--- config.mk ---
export PLATFORM = sky130hd
export DESIGN_NAME = gregorian_date_adder
export DESIGN_NICKNAME = d
export VERILOG_FILES = /design/src/gda_pkg.sv /design/src/gda_datapath.sv /design/src/gda_ctrl.sv /design/src/gregorian_date_adder.sv
export SDC_FILE = /design/constraint.sdc
export NUM_CORES = 1
export LEC_CHECK = 0
export BUFFER_PORTS_ARGS = -buffer_cell sky130_fd_sc_hd__buf_2
export CAP_MARGIN = 20
export CORE_UTILIZATION = 58
export DETAILED_ROUTE_END_ITERATION = 12
export PLACE_DENSITY = 0.76
export SYNTH_ARGS = -nofsm -noshare
export SYNTH_HDL_FRONTEND = slang
export SYNTH_SLANG_ARGS = --single-unit
--- constraint.sdc ---
create_clock -name clk -period 21.2 [get_ports clk]
set_input_delay 4.24 -clock clk [delete_from_list [all_inputs] [get_ports clk]]
set_output_delay 4.24 -clock clk [all_outputs]
set_load 0.05 [all_outputs]
--- src/gda_pkg.sv ---
// gda_pkg: shared types and constants of the gregorian date adder
// holds word structs, action codes and the control/status structs between
// controller and datapath; no dependencies
`timescale 1ns / 1ps

package gda_pkg;

  // calendar limits and offset width
  localparam int MAX_YEAR     = 9999;
  localparam int OFFSET_WIDTH = 16;

  // field widths
  localparam int DAY_W   = 5;
  localparam int MONTH_W = 4;
  localparam int YEAR_W  = 14;
  localparam int WDAY_W  = 3;
  localparam int OFS_W   = 16;

  // year split into century and year of century
  localparam int CENT_W = 8;
  localparam int YOC_W  = 7;

  // year length needs 9 bits, compare wide enough for both operands
  localparam int YLEN_W = 9;
  localparam int CMP_W  = (OFFSET_WIDTH > YLEN_W) ? OFFSET_WIDTH : YLEN_W;

  // year / 100 by reciprocal multiply, exact for all 14-bit years
  localparam int DIV100_MUL   = 5243;
  localparam int DIV100_SHIFT = 19;
  localparam int PROD_W       = YEAR_W + 13;

  // reset date 2000-01-01, a saturday
  localparam int RST_DAY   = 1;
  localparam int RST_MONTH = 1;
  localparam int RST_YEAR  = 2000;
  localparam int RST_CENT  = RST_YEAR / 100;
  localparam int RST_YOC   = RST_YEAR % 100;
  localparam int RST_WDAY  = 6;

  // action codes
  localparam logic [1:0] ACT_SET = 2'd0;
  localparam logic [1:0] ACT_ADD = 2'd1;

  typedef struct packed {
    logic [1:0]               action;
    logic [DAY_W-1:0]         set_day;
    logic [MONTH_W-1:0]       set_month;
    logic [YEAR_W-1:0]        set_year;
    logic signed [OFS_W-1:0]  offset;
  } op_t;

  typedef struct packed {
    logic [DAY_W-1:0]   out_day;
    logic [MONTH_W-1:0] out_month;
    logic [YEAR_W-1:0]  out_year;
    logic [WDAY_W-1:0]  weekday;
    logic               ok;
  } res_t;

  typedef struct packed {
    logic capture;
    logic conv_hi;
    logic conv_lo;
    logic check;
    logic step;
    logic wday;
    logic load_res;
  } ctl_cmd_t;

  typedef struct packed {
    logic rem_zero;
  } dp_status_t;

endpackage

--- src/gda_datapath.sv ---
// gda_datapath: date registers, set conversion, day stepping and weekday unit
// driven by ctl_cmd_t from gda_ctrl; uses gda_pkg
`timescale 1ns / 1ps

module gda_datapath (
  input  logic                  clk,
  input  logic                  rst,
  input  gda_pkg::op_t          op,
  input  gda_pkg::ctl_cmd_t     cmd,
  output gda_pkg::dp_status_t   status,
  output gda_pkg::res_t         res
);

  localparam logic [gda_pkg::MONTH_W-1:0] MON_JAN = gda_pkg::MONTH_W'(1);
  localparam logic [gda_pkg::MONTH_W-1:0] MON_FEB = gda_pkg::MONTH_W'(2);
  localparam logic [gda_pkg::MONTH_W-1:0] MON_DEC = gda_pkg::MONTH_W'(12);
  localparam logic [gda_pkg::YEAR_W-1:0]  YEAR_MAX = gda_pkg::YEAR_W'(gda_pkg::MAX_YEAR);
  localparam logic [gda_pkg::YOC_W-1:0]   YOC_LAST = gda_pkg::YOC_W'(99);

  function automatic logic is_leap(logic [gda_pkg::CENT_W-1:0] c,
                                   logic [gda_pkg::YOC_W-1:0] yc);
    return (yc[1:0] == 2'd0) && ((yc != '0) || (c[1:0] == 2'd0));
  endfunction

  function automatic logic [gda_pkg::DAY_W-1:0] month_len(
      logic [gda_pkg::MONTH_W-1:0] m, logic leap);
    logic [gda_pkg::DAY_W-1:0] n;
    case (m)
      4'd4, 4'd6, 4'd9, 4'd11: n = 5'd30;
      4'd2:                    n = leap ? 5'd29 : 5'd28;
      default:                 n = 5'd31;
    endcase
    return n;
  endfunction

  // floor(13 * (m + 1) / 5), january and february as months 13 and 14
  function automatic logic [5:0] zeller_month(logic [gda_pkg::MONTH_W-1:0] m);
    logic [5:0] t;
    case (m)
      4'd1:    t = 6'd36;
      4'd2:    t = 6'd39;
      4'd3:    t = 6'd10;
      4'd4:    t = 6'd13;
      4'd5:    t = 6'd15;
      4'd6:    t = 6'd18;
      4'd7:    t = 6'd20;
      4'd8:    t = 6'd23;
      4'd9:    t = 6'd26;
      4'd10:   t = 6'd28;
      4'd11:   t = 6'd31;
      default: t = 6'd33;
    endcase
    return t;
  endfunction

  // octal digit fold, 8 = 1 mod 7
  function automatic logic [2:0] mod7(logic [10:0] x);
    logic [4:0] s1;
    logic [3:0] s2;
    s1 = 5'(x[2:0]) + 5'(x[5:3]) + 5'(x[8:6]) + 5'(x[10:9]);
    s2 = 4'(s1[2:0]) + 4'(s1[4:3]);
    return (s2 >= 4'd7) ? 3'(s2 - 4'd7) : s2[2:0];
  endfunction

  // zeller code (0 saturday) to iso weekday
  function automatic logic [gda_pkg::WDAY_W-1:0] iso_day(logic [2:0] h);
    logic [gda_pkg::WDAY_W-1:0] w;
    case (h)
      3'd0:    w = 3'd6;
      3'd1:    w = 3'd7;
      3'd2:    w = 3'd1;
      3'd3:    w = 3'd2;
      3'd4:    w = 3'd3;
      3'd5:    w = 3'd4;
      default: w = 3'd5;
    endcase
    return w;
  endfunction

  // current date, year kept both binary and as century / year of century
  logic [gda_pkg::DAY_W-1:0]   day, day_next;
  logic [gda_pkg::MONTH_W-1:0] month, month_next;
  logic [gda_pkg::YEAR_W-1:0]  year, year_next;
  logic [gda_pkg::CENT_W-1:0]  cent, cent_next;
  logic [gda_pkg::YOC_W-1:0]   yoc, yoc_next;
  logic [gda_pkg::WDAY_W-1:0]  wday;
  logic                        ok, ok_next;

  // captured set fields and their century split
  logic [gda_pkg::DAY_W-1:0]   set_day_r;
  logic [gda_pkg::MONTH_W-1:0] set_month_r;
  logic [gda_pkg::YEAR_W-1:0]  set_year_r;
  logic [gda_pkg::CENT_W-1:0]  conv_c;
  logic [gda_pkg::YOC_W-1:0]   conv_yc;
  logic [gda_pkg::PROD_W-1:0]  div_prod;
  logic [gda_pkg::YEAR_W-1:0]  yoc_wide;
  logic                        set_valid;

  // remaining day count and direction
  logic [gda_pkg::OFFSET_WIDTH-1:0] rem, rem_next;
  logic                             back;
  logic [gda_pkg::OFFSET_WIDTH-1:0] off_ext, off_mag;
  logic [gda_pkg::CMP_W-1:0]        rem_x;

  // neighbor years and month lengths
  logic [gda_pkg::CENT_W-1:0] cent_inc, cent_dec;
  logic [gda_pkg::YOC_W-1:0]  yoc_inc, yoc_dec;
  logic                       leap_cur, leap_nx, leap_pv;
  logic [gda_pkg::DAY_W-1:0]  ml_cur, ml_prev, ml_pvy;
  logic [gda_pkg::YLEN_W-1:0] ylen_f, ylen_b;
  logic [gda_pkg::DAY_W:0]    to_next;

  // weekday terms
  logic [gda_pkg::YOC_W-1:0]  k_val;
  logic [gda_pkg::CENT_W-1:0] j_val;
  logic [10:0]                wsum;

  assign off_ext = gda_pkg::OFFSET_WIDTH'(signed'(op.offset));
  assign off_mag = off_ext[gda_pkg::OFFSET_WIDTH-1] ? (~off_ext + 1'b1) : off_ext;
  assign rem_x   = gda_pkg::CMP_W'(rem);
  assign status.rem_zero = (rem == '0);

  // set path: year / 100, then year mod 100, then range checks
  assign div_prod = gda_pkg::PROD_W'(set_year_r) * gda_pkg::PROD_W'(gda_pkg::DIV100_MUL);
  assign yoc_wide = set_year_r - gda_pkg::YEAR_W'(conv_c) * gda_pkg::YEAR_W'(100);
  assign set_valid = (set_month_r >= MON_JAN) && (set_month_r <= MON_DEC) &&
                     (set_year_r <= YEAR_MAX) && (set_day_r != '0) &&
                     (set_day_r <= month_len(set_month_r, is_leap(conv_c, conv_yc)));

  always_comb begin
    if (yoc == YOC_LAST) begin
      yoc_inc  = '0;
      cent_inc = cent + 1'b1;
    end else begin
      yoc_inc  = yoc + 1'b1;
      cent_inc = cent;
    end
    if (yoc == '0) begin
      yoc_dec  = YOC_LAST;
      cent_dec = cent - 1'b1;
    end else begin
      yoc_dec  = yoc - 1'b1;
      cent_dec = cent;
    end
  end

  assign leap_cur = is_leap(cent, yoc);
  assign leap_nx  = is_leap(cent_inc, yoc_inc);
  assign leap_pv  = is_leap(cent_dec, yoc_dec);
  assign ml_cur   = month_len(month, leap_cur);
  assign ml_prev  = (month == MON_JAN) ? 5'd31 : month_len(month - 1'b1, leap_cur);
  assign ml_pvy   = month_len(month, leap_pv);
  assign to_next  = {1'b0, ml_cur} - {1'b0, day} + 1'b1;
  // first of month to same first next year, last of month to same last a year ago
  assign ylen_f = 9'd365 + 9'(((month <= MON_FEB) ? leap_cur : leap_nx));
  assign ylen_b = 9'd365 + 9'(((month >= MON_FEB) ? leap_cur : leap_pv));

  // one stepping move: a whole year, a month boundary, or the final days
  always_comb begin
    day_next   = day;
    month_next = month;
    year_next  = year;
    cent_next  = cent;
    yoc_next   = yoc;
    rem_next   = rem;
    ok_next    = ok;
    if (!back) begin
      if ((day == 5'd1) && (year < YEAR_MAX) &&
          (rem_x >= gda_pkg::CMP_W'(ylen_f))) begin
        year_next = year + 1'b1;
        cent_next = cent_inc;
        yoc_next  = yoc_inc;
        rem_next  = gda_pkg::OFFSET_WIDTH'(rem_x - gda_pkg::CMP_W'(ylen_f));
      end else if (rem_x >= gda_pkg::CMP_W'(to_next)) begin
        if ((month == MON_DEC) && (year == YEAR_MAX)) begin
          day_next = 5'd31;
          rem_next = '0;
          ok_next  = 1'b0;
        end else begin
          day_next = 5'd1;
          rem_next = gda_pkg::OFFSET_WIDTH'(rem_x - gda_pkg::CMP_W'(to_next));
          if (month == MON_DEC) begin
            month_next = MON_JAN;
            year_next  = year + 1'b1;
            cent_next  = cent_inc;
            yoc_next   = yoc_inc;
          end else begin
            month_next = month + 1'b1;
          end
        end
      end else begin
        day_next = day + rem[gda_pkg::DAY_W-1:0];
        rem_next = '0;
      end
    end else begin
      if ((day == ml_cur) && (year != '0) &&
          (rem_x >= gda_pkg::CMP_W'(ylen_b))) begin
        year_next = year - 1'b1;
        cent_next = cent_dec;
        yoc_next  = yoc_dec;
        day_next  = ml_pvy;
        rem_next  = gda_pkg::OFFSET_WIDTH'(rem_x - gda_pkg::CMP_W'(ylen_b));
      end else if (rem_x >= gda_pkg::CMP_W'(day)) begin
        if ((month == MON_JAN) && (year == '0)) begin
          day_next = 5'd1;
          rem_next = '0;
          ok_next  = 1'b0;
        end else begin
          day_next = ml_prev;
          rem_next = gda_pkg::OFFSET_WIDTH'(rem_x - gda_pkg::CMP_W'(day));
          if (month == MON_JAN) begin
            month_next = MON_DEC;
            year_next  = year - 1'b1;
            cent_next  = cent_dec;
            yoc_next   = yoc_dec;
          end else begin
            month_next = month - 1'b1;
          end
        end
      end else begin
        day_next = day - rem[gda_pkg::DAY_W-1:0];
        rem_next = '0;
      end
    end
  end

  // zeller congruence, year shifted by 400 so january of year 0 stays positive
  always_comb begin
    if (month <= MON_FEB) begin
      if (yoc == '0) begin
        k_val = YOC_LAST;
        j_val = cent + 8'd3;
      end else begin
        k_val = yoc - 1'b1;
        j_val = cent + 8'd4;
      end
    end else begin
      k_val = yoc;
      j_val = cent + 8'd4;
    end
  end

  assign wsum = 11'(day) + 11'(zeller_month(month)) + 11'(k_val) + 11'(k_val >> 2) +
                11'(j_val >> 2) + 11'(j_val) * 11'd5;

  always_ff @(posedge clk) begin
    if (rst) begin
      day   <= gda_pkg::DAY_W'(gda_pkg::RST_DAY);
      month <= gda_pkg::MONTH_W'(gda_pkg::RST_MONTH);
      year  <= gda_pkg::YEAR_W'(gda_pkg::RST_YEAR);
      cent  <= gda_pkg::CENT_W'(gda_pkg::RST_CENT);
      yoc   <= gda_pkg::YOC_W'(gda_pkg::RST_YOC);
      wday  <= gda_pkg::WDAY_W'(gda_pkg::RST_WDAY);
    end else begin
      if (cmd.check && set_valid) begin
        day   <= set_day_r;
        month <= set_month_r;
        year  <= set_year_r;
        cent  <= conv_c;
        yoc   <= conv_yc;
      end else if (cmd.step) begin
        day   <= day_next;
        month <= month_next;
        year  <= year_next;
        cent  <= cent_next;
        yoc   <= yoc_next;
      end
      if (cmd.wday) begin
        wday <= iso_day(mod7(wsum));
      end
    end
  end

  always_ff @(posedge clk) begin
    if (cmd.capture) begin
      set_day_r   <= op.set_day;
      set_month_r <= op.set_month;
      set_year_r  <= op.set_year;
      rem         <= off_mag;
      back        <= off_ext[gda_pkg::OFFSET_WIDTH-1];
      ok          <= 1'b1;
    end else if (cmd.step) begin
      rem <= rem_next;
      ok  <= ok_next;
    end else if (cmd.check && !set_valid) begin
      ok <= 1'b0;
    end
    if (cmd.conv_hi) begin
      conv_c <= div_prod[gda_pkg::DIV100_SHIFT +: gda_pkg::CENT_W];
    end
    if (cmd.conv_lo) begin
      conv_yc <= yoc_wide[gda_pkg::YOC_W-1:0];
    end
    if (cmd.load_res) begin
      res.out_day   <= day;
      res.out_month <= month;
      res.out_year  <= year;
      res.weekday   <= wday;
      res.ok        <= ok;
    end
  end

endmodule

--- src/gda_ctrl.sv ---
// gda_ctrl: sequencer of the gregorian date adder
// issues ctl_cmd_t to gda_datapath and owns the handshake; uses gda_pkg
`timescale 1ns / 1ps

module gda_ctrl (
  input  logic                 clk,
  input  logic                 rst,
  input  logic                 op_valid,
  input  logic [1:0]           action,
  output logic                 op_stall,
  output logic                 res_valid,
  input  logic                 res_stall,
  input  gda_pkg::dp_status_t  status,
  output gda_pkg::ctl_cmd_t    cmd
);

  typedef enum logic [2:0] {
    S_IDLE,
    S_CONV_HI,
    S_CONV_LO,
    S_CHECK,
    S_STEP,
    S_WDAY,
    S_DELIVER
  } state_t;

  state_t state;

  assign op_stall = (state != S_IDLE);

  always_comb begin
    cmd          = '0;
    cmd.capture  = (state == S_IDLE) && op_valid;
    cmd.conv_hi  = (state == S_CONV_HI);
    cmd.conv_lo  = (state == S_CONV_LO);
    cmd.check    = (state == S_CHECK);
    cmd.step     = (state == S_STEP) && !status.rem_zero;
    cmd.wday     = (state == S_WDAY);
    cmd.load_res = (state == S_DELIVER) && (!res_valid || !res_stall);
  end

  always_ff @(posedge clk) begin
    if (rst) begin
      state     <= S_IDLE;
      res_valid <= 1'b0;
    end else begin
      if (cmd.load_res) begin
        res_valid <= 1'b1;
      end else if (!res_stall) begin
        res_valid <= 1'b0;
      end
      case (state)
        S_IDLE: begin
          if (op_valid) begin
            if (action == gda_pkg::ACT_SET) begin
              state <= S_CONV_HI;
            end else if (action == gda_pkg::ACT_ADD) begin
              state <= S_STEP;
            end else begin
              state <= S_DELIVER;
            end
          end
        end
        S_CONV_HI: state <= S_CONV_LO;
        S_CONV_LO: state <= S_CHECK;
        S_CHECK:   state <= S_WDAY;
        S_STEP: begin
          if (status.rem_zero) begin
            state <= S_WDAY;
          end
        end
        S_WDAY: state <= S_DELIVER;
        S_DELIVER: begin
          if (cmd.load_res) begin
            state <= S_IDLE;
          end
        end
        default: state <= S_IDLE;
      endcase
    end
  end

endmodule

--- src/gregorian_date_adder.sv ---
// gregorian_date_adder: top level, joins gda_ctrl and gda_datapath
// depends on gda_pkg, gda_ctrl and gda_datapath
`timescale 1ns / 1ps

// Keeps one Gregorian date (reset 2000-01-01) and answers every input word
// with one result word: the date after the action, its ISO weekday and an ok
// flag. A set word loads a date only if it is a real calendar date with a
// year up to MAX_YEAR; an add word moves the date by a signed day offset and
// clamps at 0000-01-01 or MAX_YEAR-12-31 with ok low; any other action just
// reports. One word is worked at a time; the next word is taken once the
// current one has its result queued in the output register, even while that
// result still waits to be taken. An add steps through the calendar one
// move per cycle: a whole year while the remaining count allows, else one
// month boundary, else the final days, so it takes about |offset|/365 year
// moves plus at most 14 month and day moves. The weekday is computed fresh
// after each set or add.

module gregorian_date_adder (
  input  logic            clk,
  input  logic            rst,
  // input words
  input  logic            op_valid,
  output logic            op_stall,
  input  gda_pkg::op_t    op,
  // result words
  output logic            res_valid,
  input  logic            res_stall,
  output gda_pkg::res_t   res
);

  // commands down to the datapath, status back up
  gda_pkg::ctl_cmd_t   cmd;
  gda_pkg::dp_status_t status;

  // sequencer: handshakes, set conversion, stepping loop, weekday, delivery
  gda_ctrl u_ctrl (
    .clk       (clk),
    .rst       (rst),
    .op_valid  (op_valid),
    .action    (op.action),
    .op_stall  (op_stall),
    .res_valid (res_valid),
    .res_stall (res_stall),
    .status    (status),
    .cmd       (cmd)
  );

  // date registers, step logic and the output register
  gda_datapath u_datapath (
    .clk    (clk),
    .rst    (rst),
    .op     (op),
    .cmd    (cmd),
    .status (status),
    .res    (res)
  );

endmodule

==> flow_summary.yaml <==
status:
  status: "finished, final reports clean"
floorplan:
  initial_core_util_pct: 59.9
  pin_count: 74
  fp.coreArea_um2: 25500
  fp-row-count: 58
  die_x_um: 164
  die_y_um: 164
  die-area_um2: 26900
final_layout:
  synthToLayoutAreaGrowth_pct: 7.94
  final_cells: 2085
  diodes: 0
  fin_nets: 2106
  finish.utilization_pct: 64.6
  drive_gt1_share_pct: 8.72
  fill_cells: 2107
route:
  drt_first_iter_violations: 1180
  via_per_inst: 6.15
  routedWlPerCell_um: 19.3
  routed_wirelength_mm: 40.2
  drc_errors: 0
  first_pass_iters: 7
  drtAntennaViolNets: 0
  via_count: 12827
critical_path:
  endpoint_kind: "flop"
  worstPathRequired_ns: 21.52
  critical_path_peak_fanout: 15
  crit_start: "u_datapath.yoc[3]$_SDFFE_PP0P_"
  crit_slowest_cell: "nor3b_2"
  r2r_cells: 39
  path_class: "flop to flop"
  r2r_end: "u_datapath.wday[2]$_SDFFE_PP1P_"
  cpMostUsedCell: "fa_1"
  r2r_start: "u_datapath.yoc[3]$_SDFFE_PP0P_"
  critPathMaxStageDelay_ns: 0.69
  cp-start-kind: "flop"
  ff2ff_setup_slack_ns: 11.34
  cp.arrival_ns: 10.17
placed_design:
  port_buffers: 73
  dpl.hpwl_mm: 31.1
  dp.cells: 2052
  gp_congestion: 0.967
yosys:
  ys_seq_elements: 134
  synth.area.top_cells: "ha_1 18%, edfxtp_1 16%, fa_1 13%"
  synthDistinctLibCells: 89
  syn_area_um2: 15200
  syn_nets: 2063
  yosysSeqAreaShare_pct: 23.0
  ys_async_sr_fraction_pct: 0
  ys_top_cells_by_count: "239 x inv_1, 219 x ha_1, 147 x nor2_1, 109 x a21oi_1, 100 x fa_1"
  yosysWarnings: 0
  synth_most_common_cell: "inv_1"
  yosysTopAreaCellShare_pct: 18.0
  synth_edf_count: 82
  synth_area_leader_cell: "ha_1"
  syn_area_per_cell_um2: 8.97
  synth-main-ff-cell: "edfxtp_1"
  syn_inst: 1699
timing:
  slew_violations: 0
  hold_viol_final: 0
  rsz0062_at_grt: "no"
  max_clock_freq_mhz: 101
  tns_ns: 0
  final-setup-viol-count: 0
  fin_crit_ns: 9.86
  whs_ns: 0.437
  worst_slew_pin_slew_ns: 1.07
  clock-skew-final_ns: 0.0130
  period_share_pct: 46.5
  max_slew_margin_pct: 28.3
hold_path:
  hold_depth: 0
  min_to: "u_datapath.res[3]$_DFFE_PP_"
  min_path_type: "flop to flop"
  min-delay-start: "u_datapath.wday[2]$_SDFFE_PP1P_"
cts:
  htreeDepth: 4
  postCtsHoldBufs: 0
  cts_buffers: 17
  cts_tree: "built"
  cts.sinks: 134
  cts.clk_slew.worst_paths_ns: 0.07
  cts_buffer_depth: 2
  post_cts.repair.setup_buffers: 0
  ctsResizeCount: 0
  cts-root-buf: "clkbuf_16"
  worstSkewPairLatency_ns: 0.43
grt:
  grt_overflow: 0
  antenna_found_initial: 0
  grt_max_degree: 62
  grt_pass1_vias: 12434
  grtUsageTotal_pct: 30.8
  grt_pass1_wl_mm: 64.4
flow_run:
  maxCapViolCount: 0
-- worst max path at each step --
stage / slack (ns) / endpoint / depth (start not counted)
global placement: 11.68 / u_datapath.wday[2]$_SDFFE_PP1P_ / 39
global route: 10.67 / u_datapath.wday[2]$_SDFFE_PP1P_ / 39
floorplan: 12.40 / u_datapath.wday[2]$_SDFFE_PP1P_ / 40
CTS: 11.29 / u_datapath.wday[2]$_SDFFE_PP1P_ / 39
finish: 11.34 / u_datapath.wday[2]$_SDFFE_PP1P_ / 39
detailed placement: 11.29 / u_datapath.wday[2]$_SDFFE_PP1P_ / 36
-- layout by cell type, fill, tap and decap left out, drive strengths merged, types with 10 or more instances in the layout --
master  instances
a211oi         19
a21o           20
a21oi         110
a221oi         22
a31oi          19
buf            83
clkbuf         17
dfxtp          52
edfxtp         82
fa            100
ha            219
inv           249
nand2          87
nand2b         17
nand3          33
nand4          16
nor2          149
nor2b          17
nor3           41
nor4           19
o211ai         10
o21ai          72
o21bai         11
o221ai         10
o22ai          19
o31ai          14
or2            13
xnor2          56
xor2           34
-- worst max-delay path, delay by kind of cell, from the launching register on --
| family | cells | cell delay (ns) |
|---|---|---|
| and+or+nand+nor | 9 | 2.45 |
| xor gates and xnor gates | 3 | 0.48 |
| muxes | 1 | 0.39 |
| adders and majority gates | 11 | 4.31 |
| AOI/OAI and AO/OA | 9 | 1.29 |
| DFF | 1 | 0.47 |
| buffers and inverters | 6 | 0.36 |
-- area by class of cell --
cell class              count  area, um^2  share of cell area (%)
multi-input cells        1266       10600                    64.5
clock buffers              17         425                    2.58
repair buffers             83         440                    2.68
well taps                 330         413                    2.51
inverters                 240         901                    5.47
flip-flops and latches    134        3500                    21.3
clock inverters            15         163                   0.988
-- through the flow --
step / cell area [um^2] / worst slack, ns
after detailed placement: 15900 / 11.29
after global placement: 15900 / 11.68
final: 16500 / 11.34
after floorplan: 15200 / 12.40
after CTS: 16500 / 11.29
after global routing: 16500 / 10.67
-- flip-flops by register name, indices dropped and copies added, names as in the netlist, 5 cells and up, named ones only --
signal and count:
u_datapath.yoc 7, u_datapath.conv_yc 7, u_datapath.conv_c 8, u_datapath.res 27
u_datapath.set_year_r 14, u_datapath.cent 8, u_datapath.year 14, u_datapath.day 5
u_datapath.rem 16, u_datapath.set_day_r 5
-- metal layers --
metal,vias to the layer above,share of wire (%),GRT usage (%)
li1,6086,-,-
met1,6112,44,43.3
met2,552,45,48.2
met5,-,0,0
met4,0,3.1,11.1
met3,77,7.7,4.34
-- cells by family (layout without fill, tap and decap cells) --
logic type / after synthesis / after routing / synth area share, %
and+or+nand+nor: 443 / 443 / 14.5
AOI/OAI and AO/OA: 400 / 400 / 17.6
adders and majority gates: 319 / 319 / 31.1
buffers and inverters: 299 / 355 / 7.55
DFF: 134 / 134 / 23.0
xor gates and xnor gates: 90 / 90 / 5.17
muxes: 14 / 14 / 1.11
Power is not shown: default switching activity piles up to over one toggle a cycle in this logic, so the estimate is an artifact.
